<file path="config.mk">
export PLATFORM = sky130hd
export DESIGN_NAME = encoder_frame_receiver_crc8
export DESIGN_NICKNAME = d
export VERILOG_FILES = /design/src/efr_pkg.sv /design/src/encoder_frame_receiver_crc8.sv /design/src/efr_frame_buf.sv /design/src/efr_pos_track.sv /design/src/efr_err_track.sv
export VERILOG_INCLUDE_DIRS = /design/src /design/src/src
export SDC_FILE = /design/constraint.sdc
export NUM_CORES = 1
export LEC_CHECK = 0
export ABC_AREA = 1
export BUFFER_PORTS_ARGS = -buffer_cell sky130_fd_sc_hd__buf_2
export CORE_ASPECT_RATIO = 0.6
export CORE_UTILIZATION = 45
export CTS_CLUSTER_SIZE = 16
export DETAILED_ROUTE_END_ITERATION = 8
export GPL_TIMING_DRIVEN = 1
export PLACE_DENSITY = 0.65
export SYNTH_ARGS = -nofsm -noshare
export SYNTH_HDL_FRONTEND = slang
export SYNTH_SLANG_ARGS = --single-unit
</file>
<file path="constraint.sdc">
create_clock -name clk -period 5.1 [get_ports clk]
set_input_delay 0.51 -clock clk [delete_from_list [all_inputs] [get_ports clk]]
set_output_delay 0.51 -clock clk [all_outputs]
set_load 0.03 [all_outputs]
</file>
<file path="src/encoder_frame_receiver_crc8_assert.svh">
// Assertion macros for the encoder frame receiver.
// Included by efr_err_track, which checks its own logic; needs no other file.
`ifndef ENCODER_FRAME_RECEIVER_CRC8_ASSERT_SVH
`define ENCODER_FRAME_RECEIVER_CRC8_ASSERT_SVH
`ifndef SYNTH
`define EFR_ASSERT_IMP(label, clk, rst_n, ante, cons) \
    label: assert property (@(posedge clk) disable iff (!rst_n) (ante) |-> (cons)) \
        else $error("efr: same-cycle check failed");
`define EFR_ASSERT_NXT(label, clk, rst_n, ante, cons) \
    label: assert property (@(posedge clk) disable iff (!rst_n) (ante) |=> (cons)) \
        else $error("efr: next-cycle check failed");
`else
`define EFR_ASSERT_IMP(label, clk, rst_n, ante, cons)
`define EFR_ASSERT_NXT(label, clk, rst_n, ante, cons)
`endif
`endif

</file>
<file path="src/efr_pkg.sv">
// Types, codes and the CRC-8 byte step for the encoder frame receiver.
// Has no dependencies; every module file uses it by scoped names.
package efr_pkg;

    localparam logic [1:0] OP_BYTE = 2'd0;
    localparam logic [1:0] OP_POLL = 2'd1;
    localparam logic [1:0] OP_ACK  = 2'd2;

    localparam logic [1:0] ST_GOOD  = 2'd0;
    localparam logic [1:0] ST_CRC   = 2'd1;
    localparam logic [1:0] ST_NOACK = 2'd2;

    localparam int          CFG_IDX_W   = 2;
    localparam logic [1:0]  CFG_REVERSE = 2'd0;
    localparam logic [1:0]  CFG_OFFSET  = 2'd1;
    localparam int          OFFSET_W    = 25;

    localparam logic [3:0]  FRAME_LEN  = 4'd8;
    localparam logic [3:0]  CRC_LEN    = 4'd7;
    localparam logic [3:0]  COUNT_SAT  = 4'd9;
    localparam logic [3:0]  RUN_MAX    = 4'd15;
    localparam logic [7:0]  CRC_POLY   = 8'h97;
    localparam logic [23:0] HALF_RANGE = 24'h800000;

    typedef struct packed {
        logic [1:0] op;
        logic [7:0] data_byte;
    } in_t;

    typedef struct packed {
        logic [1:0]  status;
        logic [23:0] mot_pos;
        logic [23:0] out_pos_raw;
        logic [23:0] out_pos;
        logic [7:0]  enc_status;
        logic        crc_fault;
        logic        noack_fault;
        logic [15:0] crc_err_total;
        logic [15:0] noack_total;
    } out_t;

    typedef struct packed {
        logic       byte_en;
        logic       poll_en;
        logic       ack_en;
        logic [7:0] data_byte;
    } event_t;

    typedef struct packed {
        logic full;
        logic crc_ok;
    } frame_info_t;

    function automatic logic [7:0] crc8_update(input logic [7:0] crc, input logic [7:0] b);
        logic [7:0] v;
        v = crc ^ b;
        for (int i = 0; i < 8; i++) begin
            if (v[7])
            begin
                v = {v[6:0], 1'b0} ^ CRC_POLY;
            end
            else
            begin
                v = {v[6:0], 1'b0};
            end
        end
        return v;
    endfunction

endpackage

</file>
<file path="src/encoder_frame_receiver_crc8.sv">
// Encoder frame receiver: input register, frame evaluation, result register.
// Only a poll produces a result, registered from the input register into the result register.
// Throughput: one transaction per cycle, but a poll stalls while a result waits untaken.
// The result register and input register let a new item enter while a result waits.
// Reset (rst_n, asynchronous, active low) clears counts, flags, held values and configuration.
module encoder_frame_receiver_crc8 #(
    parameter int ERROR_LIMIT = 10
) (
    input  logic                             clk,
    input  logic                             rst_n,
    input  logic                             in_valid,
    output logic                             in_ready,
    input  efr_pkg::in_t                     in_data,
    output logic                             out_valid,
    input  logic                             out_ready,
    output efr_pkg::out_t                    out_data,
    input  logic                             cfg_valid,
    output logic                             cfg_ready,
    input  logic [efr_pkg::CFG_IDX_W-1:0]    cfg_index,
    input  logic [efr_pkg::OFFSET_W-1:0]     cfg_data
);

    logic                           in_vld_reg;
    efr_pkg::in_t                   in_item_reg;
    logic                           out_vld_reg;
    efr_pkg::out_t                  out_data_reg;
    logic                           reverse_reg;
    logic [efr_pkg::OFFSET_W-1:0]   offset_reg;
    logic                           is_poll;
    logic                           advance;
    efr_pkg::event_t                ev;
    efr_pkg::frame_info_t           frm;
    logic [7:0]                     frame_bytes [0:6];
    logic                           pos_update;
    logic [23:0]                    mot_next;
    logic [23:0]                    raw_next;
    logic [23:0]                    out_next;
    logic [7:0]                     enc_next;
    logic                           crc_fault_next;
    logic                           noack_fault_next;
    logic [15:0]                    crc_total_next;
    logic [15:0]                    noack_total_next;
    efr_pkg::out_t                  result;

    assign is_poll  = (in_item_reg.op == efr_pkg::OP_POLL);
    assign advance  = in_vld_reg && (!is_poll || !out_vld_reg || out_ready);
    assign in_ready = !in_vld_reg || advance;

    assign ev.byte_en   = advance && (in_item_reg.op == efr_pkg::OP_BYTE);
    assign ev.poll_en   = advance && is_poll;
    assign ev.ack_en    = advance && (in_item_reg.op == efr_pkg::OP_ACK);
    assign ev.data_byte = in_item_reg.data_byte;

    assign pos_update = ev.poll_en && frm.full && frm.crc_ok;

    efr_frame_buf u_frame_buf (
        .clk         (clk),
        .rst_n       (rst_n),
        .ev          (ev),
        .frame_bytes (frame_bytes),
        .info        (frm)
    );

    efr_pos_track u_pos_track (
        .clk         (clk),
        .rst_n       (rst_n),
        .update      (pos_update),
        .frame_bytes (frame_bytes),
        .reverse     (reverse_reg),
        .offset      (offset_reg),
        .mot_next    (mot_next),
        .raw_next    (raw_next),
        .out_next    (out_next),
        .enc_next    (enc_next)
    );

    efr_err_track #(
        .ERROR_LIMIT (ERROR_LIMIT)
    ) u_err_track (
        .clk              (clk),
        .rst_n            (rst_n),
        .ev               (ev),
        .frm              (frm),
        .crc_fault_next   (crc_fault_next),
        .noack_fault_next (noack_fault_next),
        .crc_total_next   (crc_total_next),
        .noack_total_next (noack_total_next)
    );

    always_comb
    begin
        if (!frm.full)
        begin
            result.status = efr_pkg::ST_NOACK;
        end
        else if (frm.crc_ok)
        begin
            result.status = efr_pkg::ST_GOOD;
        end
        else
        begin
            result.status = efr_pkg::ST_CRC;
        end
        result.mot_pos       = mot_next;
        result.out_pos_raw   = raw_next;
        result.out_pos       = out_next;
        result.enc_status    = enc_next;
        result.crc_fault     = crc_fault_next;
        result.noack_fault   = noack_fault_next;
        result.crc_err_total = crc_total_next;
        result.noack_total   = noack_total_next;
    end

    always_ff @(posedge clk or negedge rst_n)
    begin
        if (!rst_n)
        begin
            in_vld_reg  <= 1'b0;
            out_vld_reg <= 1'b0;
            reverse_reg <= 1'b0;
            offset_reg  <= '0;
        end
        else
        begin
            if (in_ready)
            begin
                in_vld_reg <= in_valid;
            end
            if (ev.poll_en)
            begin
                out_vld_reg <= 1'b1;
            end
            else if (out_ready)
            begin
                out_vld_reg <= 1'b0;
            end
            if (cfg_valid)
            begin
                case (cfg_index)
                    efr_pkg::CFG_REVERSE: reverse_reg <= cfg_data[0];
                    efr_pkg::CFG_OFFSET:  offset_reg  <= cfg_data;
                    default:              ;
                endcase
            end
        end
    end

    always_ff @(posedge clk)
    begin
        if (in_valid && in_ready)
        begin
            in_item_reg <= in_data;
        end
        if (ev.poll_en)
        begin
            out_data_reg <= result;
        end
    end

    assign cfg_ready = 1'b1;
    assign out_valid = out_vld_reg;
    assign out_data  = out_data_reg;

endmodule

</file>
<file path="src/efr_frame_buf.sv">
// Frame byte store with saturating byte count and running CRC-8 over bytes 0 to 6.
// Depends on efr_pkg.
module efr_frame_buf (
    input  logic                 clk,
    input  logic                 rst_n,
    input  efr_pkg::event_t      ev,
    output logic [7:0]           frame_bytes [0:6],
    output efr_pkg::frame_info_t info
);

    logic [7:0] store_reg [0:7];
    logic [3:0] count_reg;
    logic [3:0] count_next;
    logic [7:0] crc_reg;
    logic [7:0] crc_next;

    always_comb
    begin
        count_next = count_reg;
        crc_next   = crc_reg;
        if (ev.poll_en)
        begin
            count_next = 4'd0;
            crc_next   = 8'd0;
        end
        else if (ev.byte_en)
        begin
            if (count_reg < efr_pkg::COUNT_SAT)
            begin
                count_next = count_reg + 4'd1;
            end
            if (count_reg < efr_pkg::CRC_LEN)
            begin
                crc_next = efr_pkg::crc8_update(crc_reg, ev.data_byte);
            end
        end
    end

    always_ff @(posedge clk or negedge rst_n)
    begin
        if (!rst_n)
        begin
            count_reg <= 4'd0;
            crc_reg   <= 8'd0;
        end
        else
        begin
            count_reg <= count_next;
            crc_reg   <= crc_next;
        end
    end

    always_ff @(posedge clk)
    begin
        if (ev.byte_en && (count_reg < efr_pkg::FRAME_LEN))
        begin
            store_reg[count_reg[2:0]] <= ev.data_byte;
        end
    end

    always_comb
    begin
        for (int i = 0; i < 7; i++) begin
            frame_bytes[i] = store_reg[i];
        end
    end

    assign info.full   = (count_reg == efr_pkg::FRAME_LEN);
    assign info.crc_ok = (crc_reg == store_reg[7]);

endmodule

</file>
<file path="src/efr_pos_track.sv">
// Position decode, direction mirror, offset wrap and the held position registers.
// Depends on efr_pkg.
module efr_pos_track (
    input  logic        clk,
    input  logic        rst_n,
    input  logic        update,
    input  logic [7:0]  frame_bytes [0:6],
    input  logic        reverse,
    input  logic [efr_pkg::OFFSET_W-1:0] offset,
    output logic [23:0] mot_next,
    output logic [23:0] raw_next,
    output logic [23:0] out_next,
    output logic [7:0]  enc_next
);

    logic [23:0] mot_reg;
    logic [23:0] raw_reg;
    logic [23:0] out_reg;
    logic [7:0]  enc_reg;
    logic [23:0] mot_dec;
    logic [23:0] raw_dec;
    logic [26:0] diff;
    logic [26:0] wrapped;

    function automatic logic [23:0] decode(input logic [23:0] word, input logic rev);
        logic [23:0] v;
        v = {1'b0, word[23:1]};
        return rev ? (efr_pkg::HALF_RANGE - v) : v;
    endfunction

    always_comb
    begin
        mot_dec = decode({frame_bytes[5], frame_bytes[4], frame_bytes[3]}, reverse);
        raw_dec = decode({frame_bytes[2], frame_bytes[1], frame_bytes[0]}, reverse);
        diff    = {3'b000, raw_dec} - {{2{offset[efr_pkg::OFFSET_W-1]}}, offset};
        if (diff[26])
        begin
            wrapped = diff + {3'b000, efr_pkg::HALF_RANGE};
        end
        else if (diff[25:0] >= {2'b00, efr_pkg::HALF_RANGE})
        begin
            wrapped = diff - {3'b000, efr_pkg::HALF_RANGE};
        end
        else
        begin
            wrapped = diff;
        end
    end

    assign mot_next = update ? mot_dec : mot_reg;
    assign raw_next = update ? raw_dec : raw_reg;
    assign out_next = update ? wrapped[23:0] : out_reg;
    assign enc_next = update ? frame_bytes[6] : enc_reg;

    always_ff @(posedge clk or negedge rst_n)
    begin
        if (!rst_n)
        begin
            mot_reg <= 24'd0;
            raw_reg <= 24'd0;
            out_reg <= 24'd0;
            enc_reg <= 8'd0;
        end
        else
        begin
            mot_reg <= mot_next;
            raw_reg <= raw_next;
            out_reg <= out_next;
            enc_reg <= enc_next;
        end
    end

endmodule

</file>
<file path="src/efr_err_track.sv">
// Run counts, sticky fault flags and error totals for CRC and no-answer failures.
// Depends on efr_pkg and the assertion macro header.
`include "encoder_frame_receiver_crc8_assert.svh"
module efr_err_track #(
    parameter int ERROR_LIMIT = 10
) (
    input  logic                 clk,
    input  logic                 rst_n,
    input  efr_pkg::event_t      ev,
    input  efr_pkg::frame_info_t frm,
    output logic                 crc_fault_next,
    output logic                 noack_fault_next,
    output logic [15:0]          crc_total_next,
    output logic [15:0]          noack_total_next
);

    localparam logic [3:0] LIMIT = 4'(ERROR_LIMIT);

    logic [3:0]  crc_run_reg;
    logic [3:0]  crc_run_next;
    logic [3:0]  noack_run_reg;
    logic [3:0]  noack_run_next;
    logic        crc_fault_reg;
    logic        noack_fault_reg;
    logic [15:0] crc_total_reg;
    logic [15:0] noack_total_reg;

    function automatic logic [3:0] run_inc(input logic [3:0] r);
        return (r < efr_pkg::RUN_MAX) ? r + 4'd1 : efr_pkg::RUN_MAX;
    endfunction

    always_comb
    begin
        crc_run_next     = crc_run_reg;
        noack_run_next   = noack_run_reg;
        crc_fault_next   = crc_fault_reg;
        noack_fault_next = noack_fault_reg;
        crc_total_next   = crc_total_reg;
        noack_total_next = noack_total_reg;
        if (ev.ack_en)
        begin
            crc_fault_next   = 1'b0;
            noack_fault_next = 1'b0;
        end
        else if (ev.poll_en)
        begin
            if (frm.full)
            begin
                noack_run_next = 4'd0;
                if (frm.crc_ok)
                begin
                    crc_run_next = 4'd0;
                end
                else
                begin
                    crc_run_next   = run_inc(crc_run_reg);
                    crc_total_next = crc_total_reg + 16'd1;
                    if (crc_run_next >= LIMIT)
                    begin
                        crc_fault_next = 1'b1;
                    end
                end
            end
            else
            begin
                noack_run_next   = run_inc(noack_run_reg);
                noack_total_next = noack_total_reg + 16'd1;
                if (noack_run_next >= LIMIT)
                begin
                    noack_fault_next = 1'b1;
                end
            end
        end
    end

    always_ff @(posedge clk or negedge rst_n)
    begin
        if (!rst_n)
        begin
            crc_run_reg     <= 4'd0;
            noack_run_reg   <= 4'd0;
            crc_fault_reg   <= 1'b0;
            noack_fault_reg <= 1'b0;
            crc_total_reg   <= 16'd0;
            noack_total_reg <= 16'd0;
        end
        else
        begin
            crc_run_reg     <= crc_run_next;
            noack_run_reg   <= noack_run_next;
            crc_fault_reg   <= crc_fault_next;
            noack_fault_reg <= noack_fault_next;
            crc_total_reg   <= crc_total_next;
            noack_total_reg <= noack_total_next;
        end
    end

    `EFR_ASSERT_NXT(a_ack_clears, clk, rst_n, ev.ack_en, !crc_fault_reg && !noack_fault_reg)
    `EFR_ASSERT_NXT(a_crc_fault_source, clk, rst_n, !crc_fault_reg && !(ev.poll_en && frm.full && !frm.crc_ok), !crc_fault_reg)
    `EFR_ASSERT_NXT(a_noack_total, clk, rst_n, ev.poll_en && !frm.full, noack_total_reg == 16'($past(noack_total_reg) + 16'd1))
    `EFR_ASSERT_NXT(a_full_clears_run, clk, rst_n, ev.poll_en && frm.full, noack_run_reg == 4'd0)

endmodule
</file>
==> results.json <==
{
  "status": "completed",
  "final_util": 0.534,
  "multi_input_area_mm2": 0.00473,
  "crit_path_cell_trace": "nor2_2, nand4_1, nor2_2, nand4_1, nor2_1, nand3_1, nor2_1, inv_1, nand2_1, xor2_2, ha_1, a21oi_1, o21ai_0, a21oi_1, o21ai_0, a21oi_1, inv_1, nand2_1, nand3_1, o21ai_0",
  "p_leak_nw": 7.93,
  "ys_async_sr_fraction": 0.463,
  "drive_above_1_share": 0.157,
  "drv_slew": 0,
  "synth_cells": 1419,
  "grt_max_degree": 74,
  "min_path_type": "input pin to flip-flop",
  "wl_per_cell_um": 16.3,
  "die_area_mm2": 0.0344,
  "clkLatencyLatePin_ns": 0.58,
  "synthTopCellsByArea": "edfxtp_1 (37%), dfrtp_1 (27%), nand2_1 (7.6%)",
  "syn2layout_area_growth_pct": 15.5,
  "vias_per_cell": 4.98,
  "track_usage": 0.195,
  "synth_edf_count": 188,
  "regToRegStartpoint": "u_frame_buf.store_reg[0][3]$_DFFE_PP_",
  "switching_share": 0.302,
  "grt_pass1_vias": 9717,
  "setup-violations-final": 0,
  "io_buffer_count": 159,
  "cts_tree": "done",
  "synth-seq-cells": 350,
  "cts_buffers": 31,
  "worst_slew_pin_slew_ns": 1.16,
  "core_area_mm2": 0.0328,
  "critPathLaunchType": "flip-flop",
  "path_max_fanout": 6,
  "ys.warnings.count": 0,
  "worstPathRequired_ns": 5.46,
  "die_x_um": 239,
  "antenna_found_initial": 0,
  "fin_tns_setup_ns": 0,
  "endpoint_kind": "flip-flop",
  "fmax_ghz": 0.268,
  "intPower_mw": 5.09,
  "drtIter0Drc": 751,
  "cts_resized": 0,
  "hold_ws_ns": 0.101,
  "yosysSeqAreaShare": 0.640,
  "clockBufferDepth": 3,
  "nets": 1668,
  "power.density_mw_per_mm2": 417,
  "p_clk_frac": 0.324,
  "yosys.cell_types.count": 47,
  "maxCapViolations": 0,
  "peakVddDrop_v": 0.000278,
  "largest_reg_flops": 116,
  "p_comb_frac": 0.229,
  "clock-sinks": 350,
  "wl_um": 33600,
  "ios": 161,
  "start_util": 0.462,
  "ant_nets": 0,
  "place_hpwl_um": 24100,
  "vias": 10287,
  "clock-skew-final_ns": 0.0289,
  "synthFlopType": "edfxtp_1",
  "power.switching_mw": 2.21,
  "setup_slack_ns": 1.37,
  "die_height_um": 144,
  "slowest_delay_ns": 0.43,
  "critical_path_class": "flip-flop to flip-flop",
  "cts.reportedPaths.clkPinSlew_ns": 0.06,
  "overflow": 0,
  "relSlewSlack": 0.226,
  "cpMaxStageDelayCell": "edfxtp_1",
  "cp.arrival_ns": 4.09,
  "crit_start": "u_frame_buf.store_reg[0][3]$_DFFE_PP_",
  "fill_cells": 2857,
  "ctsRootBufferMaster": "clkbuf_16",
  "dp_slack_ns": 1.48,
  "drc": 0,
  "syn-num-nets": 1497,
  "hold_viol_final": 0,
  "netlist.top_cell.by_area": "edfxtp_1",
  "num_rows": 51,
  "hp-start": "in_data[0]",
  "period_share": 0.732,
  "syn_avg_cell_area_um2": 10.7,
  "period_needed_ns": 3.73,
  "synth_area_mm2": 0.0152,
  "grt_first_pass_wirelength_um": 52400,
  "rsz0062_at_grt": "false",
  "gp_congestion": 0.892,
  "htreeDepth": 1,
  "num_antenna_cells": 0,
  "seqPwrFrac": 0.447,
  "regArea_mm2": 0.00970,
  "dr.pass1.iters": 5,
  "yosysTopAreaCellShare": 0.372
}
cell usage after synthesis (4+ instances only):
cell type / n
a21oi_1: 65
a31oi_1: 9
buf_2: 12
clkbuf_1: 17
dfrtp_1: 162
edfxtp_1: 188
ha_1: 35
inv_1: 157
inv_2: 4
nand2_1: 305
nand2_2: 9
nand3_1: 50
nand4_1: 21
nor2_1: 121
nor3_1: 23
o21ai_0: 79
o21ai_1: 6
o22ai_1: 4
or2_2: 11
xnor2_1: 39
xor2_1: 61
what timing repair did:
| item | in CTS | in global routing |
|---|---|---|
| hold buffers | 1 | 0 |
| buffers inserted | 0 | 0 |
| hold endpoints to repair | 64 | 0 |
cells in the final DEF, fill, tap and decap left out, drive strengths merged, types with 21 or more instances in the layout:
master and count:
a21oi 65, buf 167, clkbuf 45, dfrtp 162, edfxtp 188, ha 35, inv 162, nand2 317
nand3 52, nand4 21, nor2 125, nor3 25, o21ai 85, xnor2 39, xor2 62
cell type report:
cell class / count / area share
flip-flops and latches: 350 / 0.554
multi-input cells: 877 / 0.270
clock buffers: 45 / 0.0508
repair buffers: 168 / 0.0498
well taps: 450 / 0.0322
inverters: 162 / 0.0347
clock inverters: 13 / 0.00822
power groups by stage:
stage                     Sequential (mW)  Clock [mW]  Combinational [mW]
final                                3.26        2.37                1.67
after global placement               3.31           0                1.63
after floorplan                      3.34           0                1.21
after CTS                            3.26        2.43                1.66
after global routing                 3.28        2.52                1.88
after detailed placement             3.32           0                1.65
worst paths after layout:
check	endpoint	cells after the start	slack [ns]
setup / recovery	out_data[65]$_DFFE_PP_	20	1.37
hold / removal	ev[0]$_DFFE_PP_	1	0.10
setup reg to reg	out_data[65]$_DFFE_PP_	20	1.37
hold reg to reg	u_pos_track.raw_reg[21]$_DFF_PN0_	2	0.47
max in group asynchronous	u_err_track.noack_total_reg[6]$_DFF_PN0_	3	3.42
min in group asynchronous	u_pos_track.out_reg[1]$_DFF_PN0_	2	0.54
cell families after synthesis:
kind of cell,Yosys count,synth area share
XOR/XNOR,102,0.0603
adder cells (fa/ha/maj),36,0.0302
buffers and inverters,192,0.0488
flip-flops,350,0.640
AND/OR/NAND/NOR,559,0.157
other,1,0.000247
AO/OA/AOI/OAI,179,0.0633
layer usage:
layer  vias to the layer above  wire (um)  global-route usage
met5                         -          0                   0
met4                         0        578              0.0408
met3                        40       1870              0.0342
met2                       284      13600               0.274
met1                      4935      17500               0.312
li1                       5028          -                   -
through the flow:
| step | std cells | total power, mW | instance area (um^2) |
|---|---|---|---|
| 2_1_floorplan | 1419 | 4.55 | 15200 |
| 3_3_place_gp | 2006 | 4.94 | 16500 |
| 3_5_place_dp | 2006 | 4.97 | 16500 |
| 4_1_cts | 2065 | 7.35 | 17500 |
| 5_1_grt | 2065 | 7.68 | 17500 |
| 6_report | 2065 | 7.30 | 17500 |
critical path, delay by kind of cell (launching register included):
family,cells,cell delay [ns]
AO/OA/AOI/OAI,6,1.16
flip-flops,1,0.43
buffers and inverters,2,0.13
AND/OR/NAND/NOR,10,1.30
XOR/XNOR,1,0.17
adder cells (fa/ha/maj),1,0.33
No activity file was read; power rests on OpenSTA's default activity.
